$ cat src/hw/rtl/sha_pkg.sv
// Shared types, constants and round functions for the SHA-256 byte hasher.
// No dependencies; imported by every module of the block.
package sha_pkg;

    localparam int QUEUE_DEPTH = 4;

    typedef struct packed {
        logic [7:0] data_byte;
        logic       has_byte;
        logic       last;
    } t_in_item;

    typedef struct packed {
        logic [31:0] digest_word;
        logic [2:0]  word_index;
        logic        last_word;
    } t_out_item;

    localparam logic [31:0] K_TABLE [64] = '{
        32'h428a2f98, 32'h71374491, 32'hb5c0fbcf, 32'he9b5dba5, 32'h3956c25b, 32'h59f111f1,
        32'h923f82a4, 32'hab1c5ed5, 32'hd807aa98, 32'h12835b01, 32'h243185be, 32'h550c7dc3,
        32'h72be5d74, 32'h80deb1fe, 32'h9bdc06a7, 32'hc19bf174, 32'he49b69c1, 32'hefbe4786,
        32'h0fc19dc6, 32'h240ca1cc, 32'h2de92c6f, 32'h4a7484aa, 32'h5cb0a9dc, 32'h76f988da,
        32'h983e5152, 32'ha831c66d, 32'hb00327c8, 32'hbf597fc7, 32'hc6e00bf3, 32'hd5a79147,
        32'h06ca6351, 32'h14292967, 32'h27b70a85, 32'h2e1b2138, 32'h4d2c6dfc, 32'h53380d13,
        32'h650a7354, 32'h766a0abb, 32'h81c2c92e, 32'h92722c85, 32'ha2bfe8a1, 32'ha81a664b,
        32'hc24b8b70, 32'hc76c51a3, 32'hd192e819, 32'hd6990624, 32'hf40e3585, 32'h106aa070,
        32'h19a4c116, 32'h1e376c08, 32'h2748774c, 32'h34b0bcb5, 32'h391c0cb3, 32'h4ed8aa4a,
        32'h5b9cca4f, 32'h682e6ff3, 32'h748f82ee, 32'h78a5636f, 32'h84c87814, 32'h8cc70208,
        32'h90befffa, 32'ha4506ceb, 32'hbef9a3f7, 32'hc67178f2};

    localparam logic [31:0] IV_TABLE [8] = '{
        32'h6a09e667, 32'hbb67ae85, 32'h3c6ef372, 32'ha54ff53a,
        32'h510e527f, 32'h9b05688c, 32'h1f83d9ab, 32'h5be0cd19};

    localparam logic [7:0] PAD_BYTE   = 8'h80;
    localparam logic [5:0] LEN_OFFSET = 6'd56;

    function automatic logic [31:0] ror(input logic [31:0] x, input int n);
        return (x >> n) | (x << (32 - n));
    endfunction

    function automatic logic [31:0] big0(input logic [31:0] x);
        return ror(x, 2) ^ ror(x, 13) ^ ror(x, 22);
    endfunction

    function automatic logic [31:0] big1(input logic [31:0] x);
        return ror(x, 6) ^ ror(x, 11) ^ ror(x, 25);
    endfunction

    function automatic logic [31:0] sig0(input logic [31:0] x);
        return ror(x, 7) ^ ror(x, 18) ^ (x >> 3);
    endfunction

    function automatic logic [31:0] sig1(input logic [31:0] x);
        return ror(x, 17) ^ ror(x, 19) ^ (x >> 10);
    endfunction

endpackage

$ cat src/hw/rtl/sha_front.sv
// Input side: takes items, drops idle ones, and queues the rest for the core.
// Depends on sha_pkg.
module sha_front #(
    parameter int P_DEPTH = sha_pkg::QUEUE_DEPTH
) (
    input  logic              i_clk,
    input  logic              i_rst_n,
    input  logic              push,
    output logic              full,
    input  sha_pkg::t_in_item i_item,
    output logic              o_q_valid,
    output sha_pkg::t_in_item o_q_item,
    input  logic              i_q_take
);
    import sha_pkg::*;

    localparam int AW = (P_DEPTH > 1) ? $clog2(P_DEPTH) : 1;
    localparam int CW = $clog2(P_DEPTH + 1);

    t_in_item        r_mem [P_DEPTH];
    logic [AW-1:0]   r_wr_ptr, r_rd_ptr;
    logic [CW-1:0]   r_count;
    logic            wr_en, rd_en;

    assign full      = (r_count == CW'(P_DEPTH));
    assign o_q_valid = (r_count != '0);
    assign o_q_item  = r_mem[r_rd_ptr];
    // an item with no byte and no end mark changes nothing
    assign wr_en     = push && !full && (i_item.has_byte || i_item.last);
    assign rd_en     = i_q_take && o_q_valid;

    always_ff @(posedge i_clk) begin
        if (wr_en) begin
            r_mem[r_wr_ptr] <= i_item;
        end
    end

    always_ff @(posedge i_clk) begin
        if (!i_rst_n) begin
            r_wr_ptr <= '0;
            r_rd_ptr <= '0;
            r_count  <= '0;
        end else begin
            if (wr_en) begin
                r_wr_ptr <= (r_wr_ptr == AW'(P_DEPTH - 1)) ? '0 : r_wr_ptr + 1'b1;
            end
            if (rd_en) begin
                r_rd_ptr <= (r_rd_ptr == AW'(P_DEPTH - 1)) ? '0 : r_rd_ptr + 1'b1;
            end
            if (wr_en && !rd_en) begin
                r_count <= r_count + 1'b1;
            end else if (rd_en && !wr_en) begin
                r_count <= r_count - 1'b1;
            end
        end
    end

endmodule

$ cat src/hw/rtl/sha_core.sv
// Back end: block assembly, padding, 64-round compression and digest output buffer.
// Depends on sha_pkg.
module sha_core (
    input  logic               i_clk,
    input  logic               i_rst_n,
    input  logic               i_q_valid,
    input  sha_pkg::t_in_item  i_q_item,
    output logic               o_q_take,
    output logic               o_empty,
    input  logic               i_pop,
    output sha_pkg::t_out_item o_result
);
    import sha_pkg::*;

    typedef enum logic [3:0] {
        S_IDLE = 4'b0001,
        S_PAD  = 4'b0010,
        S_COMP = 4'b0100,
        S_ADD  = 4'b1000
    } t_state;

    t_state       r_state;
    logic [31:0]  r_hash [8];
    logic [31:0]  r_v    [8];
    logic [31:0]  r_buf  [16];
    logic [31:0]  r_dig  [8];
    logic [5:0]   r_count;
    logic [5:0]   r_round;
    logic [63:0]  r_msg_len;
    logic [63:0]  r_len;
    logic         r_pad_first, r_in_len, r_ret_pad, r_final;
    logic [2:0]   r_len_idx;
    logic         r_out_busy;
    logic [2:0]   r_out_idx;

    logic         wr_byte;
    logic [7:0]   byte_val;
    logic [3:0]   wr_word;
    logic [4:0]   wr_shift;
    logic         pad_len_byte;
    logic [31:0]  t1, t2, w_new;
    logic [31:0]  sums [8];

    assign o_q_take = (r_state == S_IDLE) && i_q_valid;
    assign o_empty  = !r_out_busy;
    assign o_result = '{digest_word: r_dig[r_out_idx], word_index: r_out_idx,
                        last_word: (r_out_idx == 3'd7)};

    // byte source: queue in idle, padding generator in the pad state
    always_comb begin
        pad_len_byte = 1'b0;
        wr_byte      = 1'b0;
        byte_val     = i_q_item.data_byte;
        if (r_state == S_IDLE) begin
            wr_byte = i_q_valid && i_q_item.has_byte;
        end else if (r_state == S_PAD) begin
            wr_byte = 1'b1;
            if (r_pad_first) begin
                byte_val = PAD_BYTE;
            end else if (r_in_len || r_count == LEN_OFFSET) begin
                pad_len_byte = 1'b1;
                byte_val     = r_len[{3'(3'd7 - r_len_idx), 3'b000} +: 8];
            end else begin
                byte_val = 8'h00;
            end
        end
    end

    assign wr_word  = r_count[5:2];
    assign wr_shift = {~r_count[1:0], 3'b000};

    assign t1 = r_v[7] + big1(r_v[4]) + ((r_v[4] & r_v[5]) ^ (~r_v[4] & r_v[6]))
              + K_TABLE[r_round] + r_buf[0];
    assign t2 = big0(r_v[0]) + ((r_v[0] & r_v[1]) ^ (r_v[0] & r_v[2]) ^ (r_v[1] & r_v[2]));
    assign w_new = sig1(r_buf[14]) + r_buf[9] + sig0(r_buf[1]) + r_buf[0];

    always_comb begin
        for (int i = 0; i < 8; i++) begin
            sums[i] = r_hash[i] + r_v[i];
        end
    end

    // datapath registers
    always_ff @(posedge i_clk) begin
        if (wr_byte) begin
            if (r_count[1:0] == 2'b00) begin
                r_buf[wr_word] <= {byte_val, 24'h0};
            end else begin
                r_buf[wr_word] <= r_buf[wr_word] | (32'(byte_val) << wr_shift);
            end
        end
        if (r_state == S_COMP) begin
            // window slides one word per round
            for (int i = 0; i < 15; i++) begin
                r_buf[i] <= r_buf[i + 1];
            end
            r_buf[15] <= w_new;
            for (int i = 0; i < 8; i++) begin
                if (i != 0 && i != 4) begin
                    r_v[i] <= r_v[i - 1];
                end
            end
            r_v[0] <= t1 + t2;
            r_v[4] <= r_v[3] + t1;
        end
        if (wr_byte && r_count == 6'd63) begin
            for (int i = 0; i < 8; i++) begin
                r_v[i] <= r_hash[i];
            end
        end
        if (r_state == S_ADD && r_final && !r_out_busy) begin
            for (int i = 0; i < 8; i++) begin
                r_dig[i] <= sums[i];
            end
        end
        if (o_q_take && i_q_item.last) begin
            r_len <= r_msg_len + (i_q_item.has_byte ? 64'd8 : 64'd0);
        end
    end

    // control
    always_ff @(posedge i_clk) begin
        if (!i_rst_n) begin
            r_state     <= S_IDLE;
            r_count     <= '0;
            r_round     <= '0;
            r_msg_len   <= '0;
            r_pad_first <= 1'b0;
            r_in_len    <= 1'b0;
            r_len_idx   <= '0;
            r_ret_pad   <= 1'b0;
            r_final     <= 1'b0;
            r_out_busy  <= 1'b0;
            r_out_idx   <= '0;
            for (int i = 0; i < 8; i++) begin
                r_hash[i] <= IV_TABLE[i];
            end
        end else begin
            if (i_pop && r_out_busy) begin
                r_out_idx <= r_out_idx + 1'b1;
                if (r_out_idx == 3'd7) begin
                    r_out_busy <= 1'b0;
                end
            end
            if (wr_byte) begin
                r_count <= r_count + 1'b1;
            end
            unique case (r_state)
                S_IDLE: begin
                    if (i_q_valid) begin
                        if (i_q_item.last) begin
                            r_msg_len   <= '0;
                            r_pad_first <= 1'b1;
                            r_in_len    <= 1'b0;
                            r_len_idx   <= '0;
                        end else if (i_q_item.has_byte) begin
                            r_msg_len <= r_msg_len + 64'd8;
                        end
                        if (wr_byte && r_count == 6'd63) begin
                            r_state   <= S_COMP;
                            r_round   <= '0;
                            r_ret_pad <= i_q_item.last;
                            r_final   <= 1'b0;
                        end else if (i_q_item.last) begin
                            r_state <= S_PAD;
                        end
                    end
                end
                S_PAD: begin
                    r_pad_first <= 1'b0;
                    if (pad_len_byte) begin
                        r_in_len  <= 1'b1;
                        r_len_idx <= r_len_idx + 1'b1;
                    end
                    if (r_count == 6'd63) begin
                        r_state   <= S_COMP;
                        r_round   <= '0;
                        r_final   <= pad_len_byte && (r_len_idx == 3'd7);
                        r_ret_pad <= !(pad_len_byte && (r_len_idx == 3'd7));
                    end
                end
                S_COMP: begin
                    r_round <= r_round + 1'b1;
                    if (r_round == 6'd63) begin
                        r_state <= S_ADD;
                    end
                end
                S_ADD: begin
                    if (!r_final) begin
                        for (int i = 0; i < 8; i++) begin
                            r_hash[i] <= sums[i];
                        end
                        r_state <= r_ret_pad ? S_PAD : S_IDLE;
                    end else if (!r_out_busy) begin
                        for (int i = 0; i < 8; i++) begin
                            r_hash[i] <= IV_TABLE[i];
                        end
                        r_out_busy <= 1'b1;
                        r_out_idx  <= '0;
                        r_count    <= '0;
                        r_final    <= 1'b0;
                        r_state    <= S_IDLE;
                    end
                end
                default: r_state <= S_IDLE;
            endcase
        end
    end

endmodule

$ cat src/hw/rtl/sha256_byte_stream_hasher.sv
// Top level of the SHA-256 byte hasher: input queue feeding the compression core.
// Depends on sha_pkg, sha_front and sha_core.
//
// Bytes enter one per item and are packed into a 64-byte block at one byte per
// cycle while the core is idle; a full block then holds the core for 64 rounds
// through one shared round unit plus the final hash add, during which the input
// queue keeps accepting until its P_QUEUE_DEPTH entries are full. An item marked
// last starts padding, one padding byte per cycle up to the next block end, then
// one or two compressions; the eight digest words follow from an output buffer,
// h0 first, one per pop. The next message may stream in while the digest drains;
// its own final hash add waits until the previous digest has been fully popped.
module sha256_byte_stream_hasher #(
    parameter int P_QUEUE_DEPTH = sha_pkg::QUEUE_DEPTH
) (
    input  logic               i_clk,
    input  logic               i_rst_n,
    input  logic               push,
    output logic               full,
    input  sha_pkg::t_in_item  i_item,
    output logic               empty,
    input  logic               pop,
    output sha_pkg::t_out_item o_result
);
    import sha_pkg::*;

    logic     q_valid, q_take;
    t_in_item q_item;

    sha_front #(.P_DEPTH(P_QUEUE_DEPTH)) u_front (
        .i_clk     (i_clk),
        .i_rst_n   (i_rst_n),
        .push      (push),
        .full      (full),
        .i_item    (i_item),
        .o_q_valid (q_valid),
        .o_q_item  (q_item),
        .i_q_take  (q_take)
    );

    sha_core u_core (
        .i_clk     (i_clk),
        .i_rst_n   (i_rst_n),
        .i_q_valid (q_valid),
        .i_q_item  (q_item),
        .o_q_take  (q_take),
        .o_empty   (empty),
        .i_pop     (pop),
        .o_result  (o_result)
    );

    a_word_order: assert property (@(posedge i_clk) disable iff (!i_rst_n)
        !empty && pop && o_result.word_index != 3'd7 |=>
            !empty && o_result.word_index == $past(o_result.word_index) + 3'd1)
        else $error("digest words out of order");

    a_last_flag: assert property (@(posedge i_clk) disable iff (!i_rst_n)
        !empty |-> o_result.last_word == (o_result.word_index == 3'd7))
        else $error("last_word mismatch");

    a_start_word0: assert property (@(posedge i_clk) disable iff (!i_rst_n)
        $past(i_rst_n) && $rose(!empty) |-> o_result.word_index == 3'd0)
        else $error("digest does not start at word 0");

endmodule
$ cat config.mk
export PLATFORM = sky130hd
export DESIGN_NAME = sha256_byte_stream_hasher
export DESIGN_NICKNAME = d
export VERILOG_FILES = /design/src/hw/rtl/sha_pkg.sv /design/src/hw/rtl/sha_front.sv /design/src/hw/rtl/sha_core.sv /design/src/hw/rtl/sha256_byte_stream_hasher.sv
export SDC_FILE = /design/constraint.sdc
export NUM_CORES = 2
export LEC_CHECK = 0
export BUFFER_PORTS_ARGS = -buffer_cell sky130_fd_sc_hd__buf_4
export CORE_MARGIN = 2
export CORE_UTILIZATION = 30
export DETAILED_ROUTE_END_ITERATION = 8
export PLACE_DENSITY_LB_ADDON = 0.05
export RECOVER_POWER = 50
export SKIP_LAST_GASP = 1
export SYNTH_ARGS = -nofsm -noshare
export SYNTH_HDL_FRONTEND = slang
export SYNTH_SLANG_ARGS = --single-unit
export TNS_END_PERCENT = 1
$ cat constraint.sdc
create_clock -name i_clk -period 17.5 [get_ports i_clk]
set_input_delay 1.75 -clock i_clk [delete_from_list [all_inputs] [get_ports i_clk]]
set_output_delay 1.75 -clock i_clk [all_outputs]
set_load 0.02 [all_outputs]
==> results.md <==
- Final instance area: 101000 um2
- I/O pin total: 52
- Chip width: 553 um
- Height of the die: 553 um
- 1st-pass router iterations: 6
- Final #Nets: 9160
- Post-synthesis sequential area ratio: 0.467
- Number of clock buffers inserted by TritonCTS: 190
- Vias/cell: 5.25
- DRC violations left: 0
- Post-synthesis cell count: 8610
- Delay of the slowest cell on the worst path: 5.27 ns
- Slew at the pin with the worst max-slew slack: 7.50 ns
- Worst path cell trace: nor2_1, and3_1, clkbuf_1, clkbuf_1, clkbuf_1, buf_4, nand2_1, nand2_1
- Final wirelength: 359 mm
- Required @ worst endpoint: 18.18 ns
- GRT Overall Usage: 0.231
- Mean instance size in the synthesized netlist: 10.5 um2
- Netlist area before placement: 90300 um2
- Final TNS setup: 0 ns
- Count of instances resized after the clock tree is built: 0
- Peak ir drop on the vdd network: 85.4 uV
- Minimum hold slack: 0.470 ns
- Worst-skew pair later-pin latency: 0.90 ns
- Syn Nets: 9227
- Leakage Power: 38.1 nW
- Max Cap Violations: 43
- Wire per inst: 28.4 um
- Global-route wire length before repair: 510 mm
- Starting density of the core: 0.301
- Post-CTS setup repair buffer count: 0
- GP Congestion: 0.874
- Status: finished with violations
- Number of clock sinks: 1478
- Area post-placement: 95300 um2
- Final critical-path share of the clock period: 0.745
- Critical path buffers and inverters: 4
- Count of endpoints failing setup in the final report: 0
- PnR Total Power: 11.6 mW
- Largest delay share family, worst path: buffers and inverters
- Synth Flop Type: edfxtp_1
- Synth cell types: 96
- Clock Pin Slew Worst Setup and Hold Paths: 0.06 ns
- Yosys top cell area share: 0.417
- Cts hold-fix bufs: 0
- Launch point of the worst hold path: u_core.r_out_idx[2]
- Initial detailed-routing violation count: 5299
- Number of antenna violations at the first check in global routing: 8
- Post-layout minimum cycle time: 13.03 ns
- Asr flop ratio synth: 0
- Area growth from synthesis to final layout: 11.8%
- EDFF count, synth: 1253
- Fin Clk Skew: 0.0864 ns
- Vias in the first global route: 66000
- Crit path kind: reg -> reg
- Quantity of I/O buffers inserted on ports: 51
- Worst R2R Start: u_core.r_state[0]
- Cell Pwr Density: 115 nW/um2
- Root Buffer Master: clkbuf_16
- Violated checks: max-capacitance violations, max-slew violations
- Die area: 305000 um2
- Final-report hold violation count: 0
- Synthesis Warnings: 0
- Core Area: 300000 um2
- CTS HTree Levels: 4
- Residual antenna-violating net count after detailed routing: 0
- Synth Register Bits: 1478
- Critical Path Sink Type: register
- Most common cell type on the critical path: clkbuf_1
- Largest net degree at the start of global routing: 154
- Aggregate global routing overflow: 0
- Max-Slew Margin vs Limit: -4.00
- Post-detail-place hpwl: 261 mm
- RSZ-0062 raised after global routing: false
- Worst EP arrival: 13.71 ns
- Fraction of final layout cells with drive strength greater than 1: 0.0877
- Synth area leader: edfxtp_1
- CTS tree: built
- Highest clock frequency the design can meet: 0.0767 GHz
- Total vias in the final route: 66400
- Nature of the critical path startpoint: register
- Top cells by area in the synthesized netlist: edfxtp_1 (42%), nand2_1 (8.6%), mux4_2 (6.3%), ha_1 (5.6%), dfxtp_1 (5.0%)
- Clock Tree Buf Depth: 4
- Max stage delay cell, worst path: clkbuf_1
- Path type of the worst min-delay path: reg -> reg
- Max-slew violation total from the final report: 1644
- Number of standard-cell rows in the floorplan: 201
- Critical Path Source: u_core.r_state[0]
- Worst-path maximum fanout: 153
[cells in the final DEF, fill, tap and decap left out, types with 18 or more instances in the layout]
cell type and count:
and3_1 43, nand3_1 126, xor2_1 212, and2_1 48
nor3_1 114, dfxtp_1 218, a31oi_1 62, clkinv_2 24
and4_1 18, nand4_1 50, o31ai_1 26, nand2b_1 129
or3_1 51, buf_4 137, xnor2_1 487, maj3_1 27
a21oi_1 422, clkbuf_1 92, a21o_1 201, edfxtp_1 1253
nand2_1 2062, clkinv_1 48, mux2_2 45, mux2i_1 46
o211ai_1 34, a211oi_1 49, o21a_1 55, o21ai_1 34
nor4_1 23, fa_1 196, nor2_1 412, clkbuf_16 194
ha_1 407, o21ai_0 318, mux4_2 252, o21bai_1 44
a311oi_1 19, nor2b_1 64, inv_1 298, and2_0 22
[synthesized netlist by cell type (all sizes together), types with 18 or more instances]
cell type	instances
a211oi	50
a21boi	18
a21o	201
a21oi	422
a311oi	19
a31oi	62
and2	70
and3	43
and4	18
buf	64
clkbuf	382
dfxtp	225
edfxtp	1253
fa	196
ha	407
inv	304
maj3	27
mux2	46
mux2i	46
mux4	252
nand2	2065
nand2b	130
nand3	128
nand4	50
nor2	415
nor2b	65
nor3	116
nor4	25
o211ai	34
o21a	55
o21ai	356
o21bai	44
o31ai	26
or2	18
or3	51
xnor2	487
xor2	212
[worst register-to-register path: cells and delay by family, from the launching register on]
family / cells / cell delay [ns]
AND/OR/NAND/NOR: 4 / 1.61
buffers and inverters: 4 / 10.87
flip-flops: 1 / 0.36
[state kept, by name, indices dropped and copies added, names as in the netlist, 6 cells and up, named ones only]
signal / cells
u_core.r_v: 256
u_core.r_buf: 512
u_front.r_mem: 40
u_core.r_len: 61
u_core.r_hash: 256
u_core.r_dig: 256
u_core.r_count: 6
u_core.r_msg_len: 61
u_core.r_round: 6
[worst paths after layout]
check	to	slack, ns	cells after the start
worst max-delay path	u_core.r_buf[3][22]	4.47	8
worst max register to register	u_core.r_buf[3][22]	4.47	8
worst min register to register	u_core.r_out_idx[2]	0.47	2
worst min-delay path	u_core.r_out_idx[2]	0.47	2
[through the flow]
step	worst slack [ns]	cells	util
after floorplan	4.60	8610	-
after global placement	7.19	12300	0.318
after detailed placement	7.30	12300	0.318
after CTS	7.18	12700	0.339
after global routing	3.43	12700	0.337
final	4.47	12700	0.337
[area by class of cell]
class	instances	area (um2)
fill	30400	199000
multi-input combinational	6380	45300
sequential	1478	42100
clock buffer	249	5190
tap	3958	4950
timing repair buffer	187	1220
inverter	306	1150
clock inverter	98	906
antenna	3	7.51
[cell families after synthesis]
logic type / Yosys count / synth area share
XOR/XNOR: 699 / 0.0678
flip-flops: 1478 / 0.467
multiplexers: 344 / 0.0737
AND/OR/NAND/NOR: 3233 / 0.154
AO/OA/AOI/OAI: 1474 / 0.103
buffers and inverters: 752 / 0.0315
adder cells (fa/ha/maj): 630 / 0.103
[power breakdown]
part	leakage, nW	internal (mW)	switching (mW)
sequential	12.9	4.07	0.141
combinational	22.2	1.30	2.10
clock	2.97	2.29	1.67
[metal layers]
metal  wire length [um]  vias to the layer above  GRT usage
met5                  0                        -          0
met1             162000                    33900      0.314
met2             176000                     1630      0.397
met4               7810                        0     0.0495
met3              12900                      341     0.0189
li1                   -                    30500          -
Power figures use the tool's default switching activity.
